File: src/sv/rlhw_pkg.sv
// Package for the radio link health watchdog.
// Holds the transfer payload types, command and cause codes, register indexes and reset values.
// No dependencies; every other file of the block uses it.
package rlhw_pkg;

   typedef enum logic [2:0] {
      CMD_TX_VERDICT = 3'd0,
      CMD_RX_FRAME   = 3'd1,
      CMD_POLL       = 3'd2,
      CMD_RELAUNCHED = 3'd3,
      CMD_CLEAR      = 3'd4,
      CMD_READ_HIST  = 3'd5
   } cmd_type;

   typedef enum logic [1:0] {
      TX_ACKED       = 2'd0,
      TX_MAX_RETRIES = 2'd1,
      TX_TIMEOUT     = 2'd2,
      TX_REFUSED     = 2'd3
   } tx_kind_type;

   typedef enum logic [1:0] {
      CAUSE_NONE       = 2'd0,
      CAUSE_VERIFY     = 2'd1,
      CAUSE_TX_TIMEOUT = 2'd2,
      CAUSE_RX_NOISE   = 2'd3
   } cause_type;

   typedef enum logic [2:0] {
      REG_NOISE_MIN_FRAMES  = 3'd0,
      REG_NOISE_BAD_PERCENT = 3'd1,
      REG_NOISE_WINDOW_MS   = 3'd2,
      REG_TIMEOUT_RUN_LIMIT = 3'd3,
      REG_FRUITLESS_LIMIT   = 3'd4,
      REG_HOLDOFF_MS        = 3'd5
   } reg_index_type;

   localparam int HISTORY_DEPTH_DEF = 8;

   localparam logic [15:0] NOISE_MIN_FRAMES_RST  = 16'd20;
   localparam logic [6:0]  NOISE_BAD_PERCENT_RST = 7'd50;
   localparam logic [30:0] NOISE_WINDOW_MS_RST   = 31'd1000;
   localparam logic [7:0]  TIMEOUT_RUN_LIMIT_RST = 8'd3;
   localparam logic [7:0]  FRUITLESS_LIMIT_RST   = 8'd3;
   localparam logic [31:0] HOLDOFF_MS_RST        = 32'd10000;

   localparam logic [7:0]  RUN_MAX   = 8'hFF;
   localparam logic [15:0] COUNT_MAX = 16'hFFFF;
   localparam logic [6:0]  PERCENT_SCALE = 7'd100;

   typedef struct packed {
      cmd_type     command;
      tx_kind_type tx_kind;
      logic        crc_good;
      logic [31:0] now_ms;
      cause_type   relaunch_cause;
      logic [2:0]  history_slot;
   } req_type;

   typedef struct packed {
      logic [1:0]  due_cause;
      logic        failed;
      logic [31:0] wait_left_ms;
      logic [31:0] total_relaunches;
      logic        history_valid;
      logic [1:0]  history_cause;
      logic [31:0] history_time_ms;
   } rsp_type;

   // Request from the event logic to the history ring
   typedef struct packed {
      logic        write;
      logic        clear;
      logic        read;
      logic [1:0]  cause;
      logic [31:0] time_ms;
      logic [2:0]  slot;
   } hist_req_type;

   // Registered lookup result from the history ring
   typedef struct packed {
      logic        valid;
      logic [1:0]  cause;
      logic [31:0] time_ms;
   } hist_rsp_type;

endpackage

File: src/sv/radio_link_health_watchdog_top.sv
// Top level of the radio link health watchdog.
// Event logic, configuration registers and a two-deep result path; uses rlhw_pkg, rlhw_history.
// Every request yields exactly one response.
//
// Watches a radio chip and tells software when to relaunch it. Every request transfer
// (tx verdict, rx frame, poll, relaunched, clear counts, read history) produces exactly
// one response transfer, registered in stage A and then in the output register; a new
// request is accepted every cycle unless a stalled response side keeps stage A full.
// All scalar health state updates in the accepting cycle; the relaunch history lives
// in a synchronous memory with a registered read. Two result slots (the history read
// stage and the output register) let the block take a request while a finished
// response is still waiting. The user must write configuration registers through the
// csr port only while the block is idle; the block itself does not enforce it. They
// take effect on the next request. After reset the block is ready at once; history
// entries never written are never reported since the fill count guards every read.
module radio_link_health_watchdog_top #(
   parameter int HISTORY_DEPTH = rlhw_pkg::HISTORY_DEPTH_DEF
) (
   input  logic              clock,
   input  logic              reset,
   input  logic              req_valid,
   output logic              req_stall,
   input  rlhw_pkg::req_type req_data,
   output logic              rsp_valid,
   input  logic              rsp_stall,
   output rlhw_pkg::rsp_type rsp_data,
   input  logic              csr_write_en,
   input  logic [2:0]        csr_index,
   input  logic [31:0]       csr_wdata
);

   // Configuration registers
   logic [15:0] cfg_min_frames_ff;
   logic [6:0]  cfg_bad_percent_ff;
   logic [30:0] cfg_window_ff;
   logic [7:0]  cfg_run_limit_ff;
   logic [7:0]  cfg_fruitless_ff;
   logic [31:0] cfg_holdoff_ff;

   // Health state
   logic [7:0]  run_ff, run_in;
   logic        win_open_ff, win_open_in;
   logic        flooded_ff, flooded_in;
   logic [31:0] win_start_ff, win_start_in;
   logic [15:0] frames_ff, frames_in;
   logic [15:0] bad_ff, bad_in;
   logic        alarm_ff, alarm_in;
   logic [7:0]  unrec_ff, unrec_in;
   logic        failed_ff, failed_in;
   logic        holding_ff, holding_in;
   logic [31:0] last_ff, last_in;
   // Only the sum of the per-cause counts is ever reported, so keep the sum.
   logic [31:0] total_ff, total_in;

   // Result path: stage A waits for the history read, then the output register
   logic                   a_valid_ff;
   rlhw_pkg::rsp_type      a_data_ff, a_data_in;
   logic                   rsp_valid_ff;
   rlhw_pkg::rsp_type      rsp_data_ff, rsp_data_in;
   logic                   a_move;
   logic                   req_take;
   rlhw_pkg::hist_req_type hreq;
   rlhw_pkg::hist_rsp_type hrsp;

   // Per-request working values
   logic [31:0] age;
   logic [31:0] gone;
   logic [23:0] bad_scaled;
   logic [23:0] frames_scaled;
   logic [1:0]  symptom;

   assign a_move    = a_valid_ff && (!rsp_valid_ff || !rsp_stall);
   assign req_stall = a_valid_ff && !a_move;
   assign req_take  = req_valid && !req_stall;

   // Configuration writes
   always_ff @(posedge clock) begin
      if (reset) begin
         cfg_min_frames_ff  <= rlhw_pkg::NOISE_MIN_FRAMES_RST;
         cfg_bad_percent_ff <= rlhw_pkg::NOISE_BAD_PERCENT_RST;
         cfg_window_ff      <= rlhw_pkg::NOISE_WINDOW_MS_RST;
         cfg_run_limit_ff   <= rlhw_pkg::TIMEOUT_RUN_LIMIT_RST;
         cfg_fruitless_ff   <= rlhw_pkg::FRUITLESS_LIMIT_RST;
         cfg_holdoff_ff     <= rlhw_pkg::HOLDOFF_MS_RST;
      end else if (csr_write_en) begin
         case (csr_index)
            rlhw_pkg::REG_NOISE_MIN_FRAMES:  cfg_min_frames_ff  <= csr_wdata[15:0];
            rlhw_pkg::REG_NOISE_BAD_PERCENT: cfg_bad_percent_ff <= csr_wdata[6:0];
            rlhw_pkg::REG_NOISE_WINDOW_MS:   cfg_window_ff      <= csr_wdata[30:0];
            rlhw_pkg::REG_TIMEOUT_RUN_LIMIT: cfg_run_limit_ff   <= csr_wdata[7:0];
            rlhw_pkg::REG_FRUITLESS_LIMIT:   cfg_fruitless_ff   <= csr_wdata[7:0];
            rlhw_pkg::REG_HOLDOFF_MS:        cfg_holdoff_ff     <= csr_wdata;
            default: ;
         endcase
      end
   end

   // Event logic: next state for the request on the input port
   always_comb begin
      run_in       = run_ff;
      win_open_in  = win_open_ff;
      flooded_in   = flooded_ff;
      win_start_in = win_start_ff;
      frames_in    = frames_ff;
      bad_in       = bad_ff;
      alarm_in     = alarm_ff;
      unrec_in     = unrec_ff;
      failed_in    = failed_ff;
      holding_in   = holding_ff;
      last_in      = last_ff;
      total_in     = total_ff;
      hreq         = '0;
      hreq.cause   = req_data.relaunch_cause;
      hreq.time_ms = req_data.now_ms;
      hreq.slot    = req_data.history_slot;
      a_data_in    = '0;
      symptom      = rlhw_pkg::CAUSE_NONE;
      bad_scaled    = 24'd0;
      frames_scaled = 24'd0;

      age = req_data.now_ms - win_start_ff;

      // Rx frames and polls first close or open the observation window
      if (req_data.command == rlhw_pkg::CMD_RX_FRAME ||
          req_data.command == rlhw_pkg::CMD_POLL) begin
         if (!win_open_ff || age >= {1'b0, cfg_window_ff}) begin
            if (win_open_ff) begin
               // Overdue by two windows: the last window saw nothing, drop the alarm
               alarm_in = flooded_ff && ({1'b0, age} < {1'b0, cfg_window_ff, 1'b0});
               if (!flooded_ff && ({1'b0, bad_ff} << 1) < {1'b0, frames_ff}) begin
                  unrec_in  = 8'd0;
                  failed_in = 1'b0;
               end
            end
            win_open_in  = 1'b1;
            flooded_in   = 1'b0;
            win_start_in = req_data.now_ms;
            frames_in    = 16'd0;
            bad_in       = 16'd0;
         end
      end

      case (req_data.command)
         rlhw_pkg::CMD_TX_VERDICT: begin
            case (req_data.tx_kind)
               rlhw_pkg::TX_ACKED: begin
                  run_in    = 8'd0;
                  unrec_in  = 8'd0;
                  failed_in = 1'b0;
               end
               rlhw_pkg::TX_MAX_RETRIES: run_in = 8'd0;
               rlhw_pkg::TX_TIMEOUT: begin
                  if (run_ff < rlhw_pkg::RUN_MAX) begin
                     run_in = run_ff + 8'd1;
                  end
               end
               default: ;
            endcase
         end
         rlhw_pkg::CMD_RX_FRAME: begin
            if (frames_in < rlhw_pkg::COUNT_MAX) begin
               frames_in = frames_in + 16'd1;
            end
            if (!req_data.crc_good && bad_in < rlhw_pkg::COUNT_MAX) begin
               bad_in = bad_in + 16'd1;
            end
            bad_scaled    = 24'(bad_in) * 24'(rlhw_pkg::PERCENT_SCALE);
            frames_scaled = 24'(frames_in) * 24'(cfg_bad_percent_ff);
            if (!flooded_in && frames_in >= cfg_min_frames_ff &&
                bad_scaled >= frames_scaled) begin
               flooded_in = 1'b1;
               alarm_in   = 1'b1;
            end
         end
         rlhw_pkg::CMD_POLL: begin
            if (holding_ff && (req_data.now_ms - last_ff) >= cfg_holdoff_ff) begin
               holding_in = 1'b0;
            end
            if (run_ff >= cfg_run_limit_ff) begin
               symptom = rlhw_pkg::CAUSE_TX_TIMEOUT;
            end else if (alarm_in) begin
               symptom = rlhw_pkg::CAUSE_RX_NOISE;
            end
            if (symptom != rlhw_pkg::CAUSE_NONE) begin
               if (unrec_in >= cfg_fruitless_ff) begin
                  failed_in = 1'b1;
               end
               a_data_in.due_cause = holding_in ? rlhw_pkg::CAUSE_NONE : symptom;
            end
         end
         rlhw_pkg::CMD_RELAUNCHED: begin
            holding_in = 1'b1;
            last_in    = req_data.now_ms;
            if (unrec_ff < rlhw_pkg::RUN_MAX) begin
               unrec_in = unrec_ff + 8'd1;
            end
            if (req_data.relaunch_cause != rlhw_pkg::CAUSE_NONE) begin
               total_in   = total_ff + 32'd1;
               hreq.write = 1'b1;
            end
            run_in       = 8'd0;
            alarm_in     = 1'b0;
            win_open_in  = 1'b1;
            flooded_in   = 1'b0;
            win_start_in = req_data.now_ms;
            frames_in    = 16'd0;
            bad_in       = 16'd0;
         end
         rlhw_pkg::CMD_CLEAR: begin
            total_in   = 32'd0;
            hreq.clear = 1'b1;
         end
         rlhw_pkg::CMD_READ_HIST: hreq.read = 1'b1;
         default: ;
      endcase

      // Status reported after the command
      gone = req_data.now_ms - last_in;
      a_data_in.failed           = failed_in;
      a_data_in.wait_left_ms     = (holding_in && gone < cfg_holdoff_ff) ?
                                   cfg_holdoff_ff - gone : 32'd0;
      a_data_in.total_relaunches = total_in;
   end

   always_ff @(posedge clock) begin
      if (reset) begin
         run_ff       <= 8'd0;
         win_open_ff  <= 1'b0;
         flooded_ff   <= 1'b0;
         win_start_ff <= 32'd0;
         frames_ff    <= 16'd0;
         bad_ff       <= 16'd0;
         alarm_ff     <= 1'b0;
         unrec_ff     <= 8'd0;
         failed_ff    <= 1'b0;
         holding_ff   <= 1'b0;
         last_ff      <= 32'd0;
         total_ff     <= 32'd0;
      end else if (req_take) begin
         run_ff       <= run_in;
         win_open_ff  <= win_open_in;
         flooded_ff   <= flooded_in;
         win_start_ff <= win_start_in;
         frames_ff    <= frames_in;
         bad_ff       <= bad_in;
         alarm_ff     <= alarm_in;
         unrec_ff     <= unrec_in;
         failed_ff    <= failed_in;
         holding_ff   <= holding_in;
         last_ff      <= last_in;
         total_ff     <= total_in;
      end
   end

   rlhw_history #(
      .HISTORY_DEPTH(HISTORY_DEPTH)
   ) u_history (
      .clock(clock),
      .reset(reset),
      .load (req_take),
      .hreq (hreq),
      .hrsp (hrsp)
   );

   // Stage A: hold the status while the history read lands
   always_ff @(posedge clock) begin
      if (reset) begin
         a_valid_ff <= 1'b0;
      end else if (req_take) begin
         a_valid_ff <= 1'b1;
      end else if (a_move) begin
         a_valid_ff <= 1'b0;
      end
   end

   always_ff @(posedge clock) begin
      if (req_take) begin
         a_data_ff <= a_data_in;
      end
   end

   // Merge the history lookup into the waiting status
   always_comb begin
      rsp_data_in                 = a_data_ff;
      rsp_data_in.history_valid   = hrsp.valid;
      rsp_data_in.history_cause   = hrsp.cause;
      rsp_data_in.history_time_ms = hrsp.time_ms;
   end

   // Output register: advance when empty or when the transfer completes
   always_ff @(posedge clock) begin
      if (reset) begin
         rsp_valid_ff <= 1'b0;
      end else if (a_move) begin
         rsp_valid_ff <= 1'b1;
      end else if (!rsp_stall) begin
         rsp_valid_ff <= 1'b0;
      end
   end

   always_ff @(posedge clock) begin
      if (a_move) begin
         rsp_data_ff <= rsp_data_in;
      end
   end

   assign rsp_valid = rsp_valid_ff;
   assign rsp_data  = rsp_data_ff;

endmodule

File: src/sv/rlhw_history.sv
// Relaunch history ring for the radio link health watchdog.
// One synchronous memory of cause/time entries plus write pointer and fill count.
// Depends on rlhw_pkg.
module rlhw_history #(
   parameter int HISTORY_DEPTH = rlhw_pkg::HISTORY_DEPTH_DEF
) (
   input  logic                   clock,
   input  logic                   reset,
   input  logic                   load,
   input  rlhw_pkg::hist_req_type hreq,
   output rlhw_pkg::hist_rsp_type hrsp
);

   localparam int IW = (HISTORY_DEPTH > 1) ? $clog2(HISTORY_DEPTH) : 1;
   localparam int FW = $clog2(HISTORY_DEPTH + 1);
   localparam logic [7:0]    DEPTH_W  = 8'(HISTORY_DEPTH);
   localparam logic [7:0]    DEPTH_M1 = 8'(HISTORY_DEPTH - 1);
   localparam logic [IW-1:0] LAST_IDX = IW'(HISTORY_DEPTH - 1);
   localparam logic [FW-1:0] FULL     = FW'(HISTORY_DEPTH);

   typedef struct packed {
      logic [1:0]  cause;
      logic [31:0] time_ms;
   } entry_type;

   entry_type     mem [HISTORY_DEPTH];
   entry_type     rd_data_ff;
   logic          rd_valid_ff;
   logic          rd_valid_in;
   logic [IW-1:0] next_ff, next_in;
   logic [FW-1:0] fill_ff, fill_in;
   logic [7:0]    idx_sum;
   logic [IW-1:0] rd_idx;

   // Newest entry sits one behind the write pointer; walk back by slot.
   always_comb begin
      idx_sum = 8'(next_ff) + DEPTH_M1 - 8'(hreq.slot);
      if (idx_sum >= DEPTH_W) begin
         idx_sum = idx_sum - DEPTH_W;
      end
      rd_idx = idx_sum[IW-1:0];
      rd_valid_in = hreq.read && (8'(hreq.slot) < 8'(fill_ff));
   end

   always_comb begin
      next_in = next_ff;
      fill_in = fill_ff;
      if (hreq.clear) begin
         next_in = '0;
         fill_in = '0;
      end else if (hreq.write) begin
         next_in = (next_ff == LAST_IDX) ? '0 : next_ff + 1'b1;
         if (fill_ff < FULL) begin
            fill_in = fill_ff + 1'b1;
         end
      end
   end

   always_ff @(posedge clock) begin
      if (reset) begin
         next_ff     <= '0;
         fill_ff     <= '0;
         rd_valid_ff <= 1'b0;
      end else if (load) begin
         next_ff     <= next_in;
         fill_ff     <= fill_in;
         rd_valid_ff <= rd_valid_in;
      end
   end

   always_ff @(posedge clock) begin
      if (load) begin
         rd_data_ff <= mem[rd_idx];
         if (hreq.write) begin
            mem[next_ff] <= '{cause: hreq.cause, time_ms: hreq.time_ms};
         end
      end
   end

   assign hrsp.valid   = rd_valid_ff;
   assign hrsp.cause   = rd_valid_ff ? rd_data_ff.cause : 2'd0;
   assign hrsp.time_ms = rd_valid_ff ? rd_data_ff.time_ms : 32'd0;

endmodule

File: config.mk
export PLATFORM = sky130hd
export DESIGN_NAME = radio_link_health_watchdog_top
export DESIGN_NICKNAME = d
export VERILOG_FILES = /design/src/sv/rlhw_pkg.sv /design/src/sv/radio_link_health_watchdog_top.sv /design/src/sv/rlhw_history.sv
export SDC_FILE = /design/constraint.sdc
export NUM_CORES = 2
export LEC_CHECK = 0
export BUFFER_PORTS_ARGS = -buffer_cell sky130_fd_sc_hd__buf_2
export CAP_MARGIN = 20
export CORE_MARGIN = 1.5
export CORE_UTILIZATION = 25
export DETAILED_ROUTE_END_ITERATION = 7
export GPL_ROUTABILITY_DRIVEN = 0
export PLACE_DENSITY_LB_ADDON = 0.15
export REMOVE_ABC_BUFFERS = 1
export SLEW_MARGIN = 15
export SYNTH_ARGS = -nofsm -noshare
export SYNTH_HDL_FRONTEND = slang
export SYNTH_SLANG_ARGS = --single-unit
export TNS_END_PERCENT = 5
File: constraint.sdc
create_clock -name clock -period 17.15 [get_ports clock]
set_input_delay 2.5725 -clock clock [delete_from_list [all_inputs] [get_ports clock]]
set_output_delay 2.5725 -clock clock [all_outputs]
set_load 0.02 [all_outputs]
==> results.md <==
* Hold Crit Class: reg2reg
* RSZ-0062 raised after global routing: false
* Setup TNS at 0 ns
* Critical path's most frequent cell: a21oi_1
* Drt pass-1 iters at 5
* Port Buffers at 186
* Die height at roughly 420 µm
* Share of layout cells above drive strength 1 at 0.124
* Worst-Margin Slew at 1.13 ns
* Final WS setup at around 1.3 ns
* Worst-Skew Late Latency at 0.71 ns
* Worst Path Arrival at 16.40 ns
* Ports at 187
* Drt wl/cell at 19.4 µm
* Initial antenna violation count at 26
* Post-synthesis register bit count at about 740
* Gr busiest metal: met2
* CTS Root Cell: clkbuf_16
* Chip Width at 419 µm
* Vias in the first global route at a little over 30000
* Distinct cells, synth at a little under 90
* Die footprint at 176000 µm²
* Post-CTS setup buffer count at 0
* Power Density at 89.8 nW/µm²
* Slowest-stage cell, CP: fa_1
* Status: complete, no violations
* Upper clock frequency limit at 63.2 MHz
* Place WS at 0.447 ns
* Leakage power at 0.0193 µW
* CTS HTree Levels at 3
* Synth area leader: edfxtp_1
* # rows at 152
* DRT iter0 DRCs at 1723
* Crit Path Category: in2reg
* EDFF count, synth at 475
* Pin count of the biggest net entering global routing at 69
* MaxCap Viol Count at 0
* # DRC at 0
* Synth-to-Final Area Change at 15.8%
* Post-synthesis cell area at 43300 µm²
* Met3 Track Usage GR at 0.0189
* Mapped Cells at slightly above 4000
* Sequential share of the synthesized area at 0.451
* Post-DP HPWL at 95.2 mm
* Final worst path period need at 15.83 ns
* Antenna Violating Nets Remaining at 0
* FILL cells at 17900
* CTS tree: yes
* GR Util met1 at 0.197
* Clk pin slew, worst setup/hold paths at 0.06 ns
* Yosys warns at 0
* Max clock buf depth at 3
* Synth async-reset ratio at 0
* Drt total wl at approximately 130 mm
* Final setup viols at 0
* DR vias at 31000
* Slew headroom at 0.240
* Worst EP required at 17.72 ns
* Vias per cell at between 4 and 5
* Critical Path Max Stage Delay at 0.53 ns
* GRT overflow at 0
* Grt met2 use at 0.251
* Sum of buffers and inverters on the critical path at 5
* Hold_buf cts at 0
* CP Launch Type: primary input
* CTS Buf Count at 85
* CP top delay family: compound AO/OA/AOI/OAI gates
* CP Capture Type: flop
* Synth Flop Type: edfxtp_1
* Synth top area share at 0.330
* Syn avg cell area at around 10 µm²
* Period utilization at 0.923
* Layout Nets at 4894
* Worst Path Max Fanout at 11
* Clk_skew at ~0.037 ns
* Peak VDD IR at 64.0 µV
* Starting density of the core at 0.252
* GR Util All Layers at 0.148
* Clock sink total at about 740
* Final hold vios at 0
* First-pass GRT wire length at about 200 mm
* Core area at 172000 µm²
* Post-CTS sizing at 0
* Synth top area cells: edfxtp_1, dfxtp_1, ha_1
* Max Slew Vio Count at 0
-- final timing paths --
kind	end	from	slack, ns	cells past startpoint
min	rsp_data[74]$_DFFE_PP_	a_data_ff[74]$_SDFFCE_PN0P_	0.41	0
max reg2reg	alarm_ff$_SDFFE_PP0P_	win_start_ff[0]$_SDFFE_PP0P_	3.22	59
min reg2reg	rsp_data[74]$_DFFE_PP_	a_data_ff[74]$_SDFFCE_PN0P_	0.41	0
max	alarm_ff$_SDFFE_PP0P_	req_data[5]	1.32	61
-- cells in the mapped netlist, types with 29 or more instances --
cell	instances
o21a_1	31
ha_1	391
a21o_1	79
mux2_2	36
nor3_1	89
nor2b_1	30
and3_1	48
mux4_2	68
xor2_1	55
o211ai_1	31
mux2i_1	81
o21ai_0	146
fa_1	85
xnor2_1	111
nor2_1	265
nand2_1	511
nand4_1	40
inv_1	312
a211oi_1	29
a21oi_1	301
nand3_1	95
and2_1	110
clkbuf_1	112
edfxtp_1	475
dfxtp_1	261
nand2b_1	40
-- per-layer routing --
metal / up-vias / wire (µm) / part of all wire
li1: 15300 / - / -
met1: 15100 / 60600 / 0.47
met2: 527 / 62400 / 0.48
met3: 164 / 4690 / 0.036
met4: 6 / 2600 / 0.020
met5: - / 34 / 0.00026
-- layout make-up --
| class | count | area [µm²] | area share |
|---|---|---|---|
| diodes | 2 | 5.00 | 0.0000999 |
| multi-input cells | 2953 | 22200 | 0.443 |
| well taps | 2310 | 2890 | 0.0577 |
| inverters | 315 | 1190 | 0.0237 |
| clock buffers | 104 | 2280 | 0.0455 |
| flip-flops and latches | 736 | 19500 | 0.389 |
| repair buffers | 244 | 1390 | 0.0276 |
| clock inverters | 53 | 677 | 0.0135 |
-- report_power, final --
part / total (µW) / leakage (µW) / internal, µW / switching (µW)
logic: 608 / 0.0113 / 237 / 371
clock network: 1940 / 0.00144 / 1150 / 790
registers: 1950 / 0.00658 / 1930 / 22.0
-- cells in the final DEF (no fill, tap or decap), types with 17 or more instances in the layout --
cell type | synthesis | final
dfxtp_1 | 261 | 261
or2_2 | 17 | 17
a21o_1 | 79 | 79
nand2_1 | 511 | 510
xnor2_1 | 111 | 109
o21a_1 | 31 | 31
nor2_1 | 265 | 256
nor2b_1 | 30 | 30
clkbuf_16 | 0 | 87
a21oi_1 | 301 | 300
o21ai_0 | 146 | 146
a211oi_1 | 29 | 29
mux2i_1 | 81 | 81
or3_1 | 20 | 20
and3_1 | 48 | 48
nand2b_1 | 40 | 40
o211ai_1 | 31 | 31
buf_4 | 0 | 57
mux2_2 | 36 | 36
ha_1 | 391 | 390
xor2_1 | 55 | 55
and2_1 | 110 | 110
a31oi_1 | 26 | 26
mux4_2 | 68 | 68
edfxtp_1 | 475 | 475
nand3_1 | 95 | 94
o31ai_1 | 24 | 24
nand4_1 | 40 | 40
nor3_1 | 89 | 86
o21bai_1 | 19 | 19
inv_1 | 312 | 312
fa_1 | 85 | 84
buf_2 | 2 | 185
-- sequential cells by signal, indices dropped and copies added (netlist names), 31 cells and up --
signal / flops
cfg_holdoff_ff: 32
u_history.rd_data_ff: 34
u_history.mem: 272
cfg_window_ff: 31
last_ff: 32
total_ff: 32
a_data_ff: 67
rsp_data: 102
win_start_ff: 32
-- through the flow --
step	util	instance area [µm²]	total power (µW)	instances	hold slack, ns
2_1_floorplan	-	42700	2400	4004	0.400
3_3_place_gp	0.274	47100	2610	6557	0.401
3_5_place_dp	0.274	47100	2600	6557	0.405
5_1_grt	0.292	50100	4710	6717	0.423
4_1_cts	0.292	50100	4580	6714	0.417
6_report	0.292	50100	4500	6717	0.414
-- logic make-up (layout without fill, tap and decap cells) --
logic type      after synthesis  count (layout)  share of synthesized area
xor+xnor                    166             166                     0.0336
compound gates              809             809                      0.118
other cells                   0               2                          0
simple gates               1317            1317                      0.142
fa+ha+maj                   476             476                      0.152
flops                       736             736                      0.451
buf+inv                     445             716                     0.0395
mux                         185             185                     0.0635
(Power assumes the default switching activity.)
